<file path="config.mk">
export PLATFORM = sky130hd
export DESIGN_NAME = ohr_div
export DESIGN_NICKNAME = d
export VERILOG_FILES = /design/src/hdl/one_hit_ratio_tracker_assert.svh /design/src/hdl/ohr_pkg.sv /design/src/hdl/ohr_div.sv
export SDC_FILE = /design/constraint.sdc
export NUM_CORES = 1
export LEC_CHECK = 0
export BUFFER_PORTS_ARGS = -buffer_cell sky130_fd_sc_hd__buf_2
export CORE_MARGIN = 8
export CORE_UTILIZATION = 40
export DETAILED_ROUTE_END_ITERATION = 8
export HOLD_SLACK_MARGIN = 0.08
export SETUP_SLACK_MARGIN = 0.02
export SLEW_MARGIN = 0
export SYNTH_ARGS = -nofsm -noshare
export SYNTH_HDL_FRONTEND = slang
export SYNTH_SLANG_ARGS = --single-unit
</file>
<file path="constraint.sdc">
create_clock -name aclk -period 3.1 [get_ports aclk]
set_clock_uncertainty 0.15 [all_clocks]
set_input_delay 0.62 -clock aclk [delete_from_list [all_inputs] [get_ports aclk]]
set_output_delay 0.62 -clock aclk [all_outputs]
set_load 0.02 [all_outputs]
</file>
<file path="src/hdl/one_hit_ratio_tracker_assert.svh">
// Assertion macros for the one-hit ratio tracker.
`ifndef ONE_HIT_RATIO_TRACKER_ASSERT_SVH
`define ONE_HIT_RATIO_TRACKER_ASSERT_SVH
`ifndef SYNTHESIS
`define OHR_CHECK(lbl, expr) \
    lbl: assert property (@(posedge aclk) disable iff (!aresetn) (expr)) \
        else $error("ohr invariant violated");
`define OHR_CHECK_NEXT(lbl, ante, cons) \
    lbl: assert property (@(posedge aclk) disable iff (!aresetn) (ante) |=> (cons)) \
        else $error("ohr sequence violated");
`else
`define OHR_CHECK(lbl, expr)
`define OHR_CHECK_NEXT(lbl, ante, cons)
`endif
`endif

</file>
<file path="src/hdl/ohr_pkg.sv">
// Shared constants and types for the one-hit ratio tracker.
package ohr_pkg;

    localparam int CAPACITY    = 4096;
    localparam int NUM_CELLS   = 16;
    localparam int LANE_W      = $clog2(NUM_CELLS);
    localparam int ROWS        = CAPACITY / NUM_CELLS;
    localparam int ROW_W       = $clog2(ROWS);
    localparam int CNT_W       = $clog2(CAPACITY + 1);
    localparam int ID_W        = 64;
    localparam int LVL_W       = 2;
    localparam int INTERVAL_W  = 16;
    localparam int RATIO_W     = 17;
    localparam int Q_SHIFT     = 16;
    localparam int DVD_W       = CNT_W + Q_SHIFT;
    localparam int DIVISOR_W   = INTERVAL_W;
    localparam int DCNT_W      = $clog2(DVD_W);
    localparam int OUT_W       = 2 * CNT_W + RATIO_W + 1;
    localparam int TDATA_W     = ((OUT_W + 7) / 8) * 8;

    localparam logic [CNT_W-1:0]      CAP_CNT        = CNT_W'(CAPACITY);
    localparam logic [INTERVAL_W-1:0] INTERVAL_RESET = 16'd100;
    localparam logic [LVL_W-1:0]      LEVEL_ONCE     = 2'd1;
    localparam logic [LVL_W-1:0]      LEVEL_MAX      = 2'd2;

    typedef struct packed {
        logic             valid;
        logic             last;
        logic [ID_W-1:0]  key;
        logic [ROW_W-1:0] row;
        logic             found;
        logic [LANE_W-1:0] hit_lane;
        logic [LVL_W-1:0] hit_level;
    } probe_t;

    typedef struct packed {
        logic              en;
        logic              wr_id;
        logic [LANE_W-1:0] lane;
        logic [ROW_W-1:0]  row;
        logic [ID_W-1:0]   id;
        logic [LVL_W-1:0]  level;
    } wr_t;

endpackage

</file>
<file path="src/hdl/ohr_div.sv">
// Restoring divider, one quotient bit per cycle, quotient and remainder.
module ohr_div (
    input  logic                           aclk,
    input  logic                           aresetn,
    input  logic                           start,
    input  logic [ohr_pkg::DVD_W-1:0]      dividend,
    input  logic [ohr_pkg::DIVISOR_W-1:0]  divisor,
    output logic                           done,
    output logic [ohr_pkg::DVD_W-1:0]      quotient,
    output logic [ohr_pkg::DIVISOR_W-1:0]  remainder
);

    logic [ohr_pkg::DIVISOR_W-1:0] dvs_reg;
    logic [ohr_pkg::DIVISOR_W-1:0] rem_reg;
    logic [ohr_pkg::DVD_W-1:0]     quo_reg;
    logic [ohr_pkg::DCNT_W-1:0]    cnt_reg;
    logic                          busy_reg;
    logic                          done_reg;

    logic [ohr_pkg::DIVISOR_W:0]   shifted;
    logic [ohr_pkg::DIVISOR_W:0]   diff;
    logic                          ge;
    logic [ohr_pkg::DIVISOR_W-1:0] rem_next;

    assign shifted  = {rem_reg, quo_reg[ohr_pkg::DVD_W-1]};
    assign ge       = shifted >= {1'b0, dvs_reg};
    assign diff     = shifted - {1'b0, dvs_reg};
    assign rem_next = ge ? diff[ohr_pkg::DIVISOR_W-1:0] : shifted[ohr_pkg::DIVISOR_W-1:0];

    always_ff @(posedge aclk) begin
        if (!aresetn) begin
            busy_reg <= 1'b0;
            done_reg <= 1'b0;
            cnt_reg  <= '0;
        end else begin
            done_reg <= 1'b0;
            if (start) begin
                busy_reg <= 1'b1;
                cnt_reg  <= '0;
            end else if (busy_reg) begin
                cnt_reg <= cnt_reg + 1'b1;
                if (cnt_reg == ohr_pkg::DCNT_W'(ohr_pkg::DVD_W - 1)) begin
                    busy_reg <= 1'b0;
                    done_reg <= 1'b1;
                end
            end
        end
    end

    always_ff @(posedge aclk) begin
        if (start) begin
            dvs_reg <= divisor;
            rem_reg <= '0;
            quo_reg <= dividend;
        end else if (busy_reg) begin
            rem_reg <= rem_next;
            quo_reg <= {quo_reg[ohr_pkg::DVD_W-2:0], ge};
        end
    end

    assign done      = done_reg;
    assign quotient  = quo_reg;
    assign remainder = rem_reg;

endmodule

</file>
==> results.md <==
STA
* Max Slew Vio Count: 0
* total negative slack for setup checks: 0 ns
* post-layout minimum cycle time: 2.64 ns
* achievable frequency: 379 MHz
* post-route fraction of the period consumed by the critical path: 85.2%
* transition time at the pin with the least slew margin: 0.468 ns
* Max transition margin: 68.5%
* final setup violation count: 0
* number of hold violations in the final report: 0
* unrepaired setup endpoints after global routing: no

Logic synthesis
* number of warnings reported in the yosys synthesis log: 0
* cell accounting for the most synthesized area: sky130_fd_sc_hd__edfxtp_1
* sequential element share of the synthesized area: 49.3%
* instance count of the mapped netlist: 339
* post-synth top area share: 36.7%
* Main synth FF type: sky130_fd_sc_hd__edfxtp_1
* syn_area_per_cell: 10.8 sq um
* leading cell types by total area after synthesis: sky130_fd_sc_hd__edfxtp_1 (37%), sky130_fd_sc_hd__dfxtp_1 (13%), sky130_fd_sc_hd__mux2_2 (8.9%)
* Distinct cells, synth: 51
* syn_nets: 406
* post-synthesis sequential element count: 68
* leading cell types by count after synthesis: sky130_fd_sc_hd__edfxtp_1 (45), sky130_fd_sc_hd__mux2_2 (29), sky130_fd_sc_hd__nor2_1 (29)
* EDFF count, synth: 45
* Netlist Area Pre-Place: 0.00368 sq mm
* most repeated cell in the gate-level netlist after synthesis: sky130_fd_sc_hd__edfxtp_1
* share of flip-flops with an asynchronous set or reset: 0%

Status
* status: completed

Cells and area
* fraction of layout cells with a size suffix above 1: 34.1%
* Inserted Diodes: 0
* number of nets in the layout: 499
* flip-flop count of the largest register after layout: 29
* final cell count without fillers: 548
* Layout Area Growth over Synthesis: 21.5%
* share of the core filled with cells in the final layout: 49.3%

Route
* uppermost signal routing layer after detailed routing: met4
* mean number of vias per cell: 5.24
* detailed-route wire length: 8620 um
* total via count after detailed routing: 2,873
* # DRC: 0
* Routed met3 length: 356 um
* number of detailed-routing iterations run before antenna repair: 4
* count of antenna-violating nets left after detailed routing: 0
* number of DRC markers after the initial detailed-route iteration: 131
* average wire per cell in the routed design: 15.7 um
* routed wl met2: 4150 um
* met1 wire length: 4020 um

Critical path
* WP data required: 3.18 ns
* cell-by-cell trace of the critical path: inv_1, ha_1, a21oi_1, o21ai_1, a311oi_2, a31oi_4, buf_4, and3b_1, o311a_1
* CP max FO: 16
* sort of element at the end of the critical path: flop
* category of the worst setup path launch point: flop
* largest stage delay on the critical path: 0.39 ns
* slowest library cell on the worst path: sky130_fd_sc_hd__ha_1
* critical path class: flop to flop
* Critical Path AT: 2.72 ns

GRT
* GRT Residual Overflow: 0
* via count of the first global-routing pass: 2,912
* global router's overall resource usage: 14.0%
* largest net degree at the start of global routing: 37
* number of antenna violations at the first check in global routing: 0
* first-pass GRT wire length: 14,200 um

Clocking
* CTS buffer count: 9
* TritonCTS clock tree: done
* cts hold-fix bufs: 0
* number of cells upsized or downsized after cts: 0
* post-CTS setup-driven buffer insertion count: 0
* clock root buffer: sky130_fd_sc_hd__clkbuf_8
* Sink Count: 68
* clock network latency to the later pin of the worst-skew pair: 0.34 ns
* buffers from clock root to sink, at most: 2
* H-tree Lvls: 3
* clock transition at the registers of the reported paths: 0.08 ns

Pwr
* power density of the placed cells: 553 mW/mm^2
* combinational fraction of design power: 22.0%
* net switching share of the total power: 29.8%
* switching power total: 735 uW
* P_leak: 1.85 nW
* fraction of power consumed by the clock network: 33.6%
* peak supply drop: 262 uV
* total power after layout: 2.47 mW
* sequential fraction of design power: 44.4%
* Internal Dissipation: 1.73 mW

Placement
* number of placed instances with taps included: 532
* HPWL Detailed: 6370 um
* port buffer count: 93
* final estimated routing congestion in global placement: 0.847

Run
* maximum capacitance violations: 0

Die
* die area: 0.0125 sq mm
* Die Ht: 112 um
* total core area: 0.00906 sq mm
* IO Pins: 94
* cell row count: 35
* Starting Density: 40.6%
* Die Span X: 112 um

Worst hold path
* type of the tightest min-delay check: primary input to flop

==> layer usage <==
metal	up-vias	track usage, %
met2	62	22.7
li1	1432	-
met1	1371	17.4
met4	0	4.38
met5	-	0
met3	8	4.00
==> cell type report <==
| cell class | count | area [sq um] |
|---|---|---|
| tap | 111 | 139 |
| sequential | 68 | 1810 |
| timing repair buffer | 99 | 510 |
| clock buffer | 9 | 124 |
| inverter | 27 | 101 |
| clock inverter | 7 | 98.8 |
| fill | 876 | 4600 |
| multi-input combinational | 227 | 1680 |
==> worst max-delay path: cells and delay by family, from the launching register on <==
kind	cells	cell delay, ns
adders and majority gates	1	0.39
DFF	1	0.33
buffers and inverters	2	0.25
and+or+nand+nor	1	0.20
AOI/OAI and AO/OA	5	1.22
==> power by group through the flow <==
stage          registers (mW)  clock network (mW)  logic, mW
3_5_place_dp             1.12                   0      0.545
2_1_floorplan            1.18                   0      0.314
3_3_place_gp             1.11                   0      0.543
6_report                 1.10               0.829      0.544
4_1_cts                  1.10               0.854      0.548
5_1_grt                  1.11               0.887      0.603
==> cells by family (layout without fill, tap and decap cells) <==
logic type	after synthesis	in the layout	share of synthesized area [%]
compound gates	75	75	13.7
xor+xnor	12	12	2.86
fa+ha+maj	19	19	6.67
buf+inv	44	142	4.97
flops	68	68	49.3
mux	36	36	10.8
simple gates	85	85	11.7
==> worst paths after layout <==
kind / start / endpoint / slack, ns / cells past startpoint
hold reg to reg: cnt_reg[4] / done / 0.36 / 2
setup / recovery: dvs_reg[12] / remainder[12] / 0.46 / 9
hold / removal: divisor[6] / dvs_reg[6] / 0.30 / 1
setup reg to reg: dvs_reg[12] / remainder[12] / 0.46 / 9
==> cell usage in the layout, fill, tap and decap left out, types with 3 or more instances in the layout <==
master / synthesis / layout
sky130_fd_sc_hd__nor2_1: 29 / 29
sky130_fd_sc_hd__nand2_1: 16 / 16
sky130_fd_sc_hd__clkbuf_8: 0 / 9
sky130_fd_sc_hd__buf_4: 1 / 6
sky130_fd_sc_hd__nand4_1: 5 / 5
sky130_fd_sc_hd__a41oi_1: 3 / 3
sky130_fd_sc_hd__o21ai_0: 14 / 14
sky130_fd_sc_hd__buf_2: 5 / 93
sky130_fd_sc_hd__xor2_1: 6 / 6
sky130_fd_sc_hd__nand3_1: 7 / 7
sky130_fd_sc_hd__o21ai_1: 6 / 6
sky130_fd_sc_hd__mux2_2: 29 / 29
sky130_fd_sc_hd__mux2i_1: 7 / 7
sky130_fd_sc_hd__a21oi_1: 20 / 20
sky130_fd_sc_hd__xnor2_1: 6 / 6
sky130_fd_sc_hd__edfxtp_1: 45 / 45
sky130_fd_sc_hd__ha_1: 18 / 18
sky130_fd_sc_hd__inv_1: 25 / 25
sky130_fd_sc_hd__nor3_1: 4 / 4
sky130_fd_sc_hd__a211oi_1: 8 / 8
sky130_fd_sc_hd__dfxtp_1: 23 / 23
sky130_fd_sc_hd__and4_1: 3 / 3
sky130_fd_sc_hd__a311oi_1: 4 / 4
sky130_fd_sc_hd__nand2b_1: 7 / 7
sky130_fd_sc_hd__nor2b_1: 3 / 3
==> per-stage QoR <==
step	cell area (sq um)	setup WS, ns	hold WS [ns]
after floorplan	3680	0.607	0.315
after detailed placement	4250	0.476	0.347
after global placement	4250	0.574	0.345
after CTS	4470	0.477	0.281
final	4470	0.459	0.298
after global routing	4470	0.278	0.282
No activity file was read; power rests on OpenSTA's default activity.
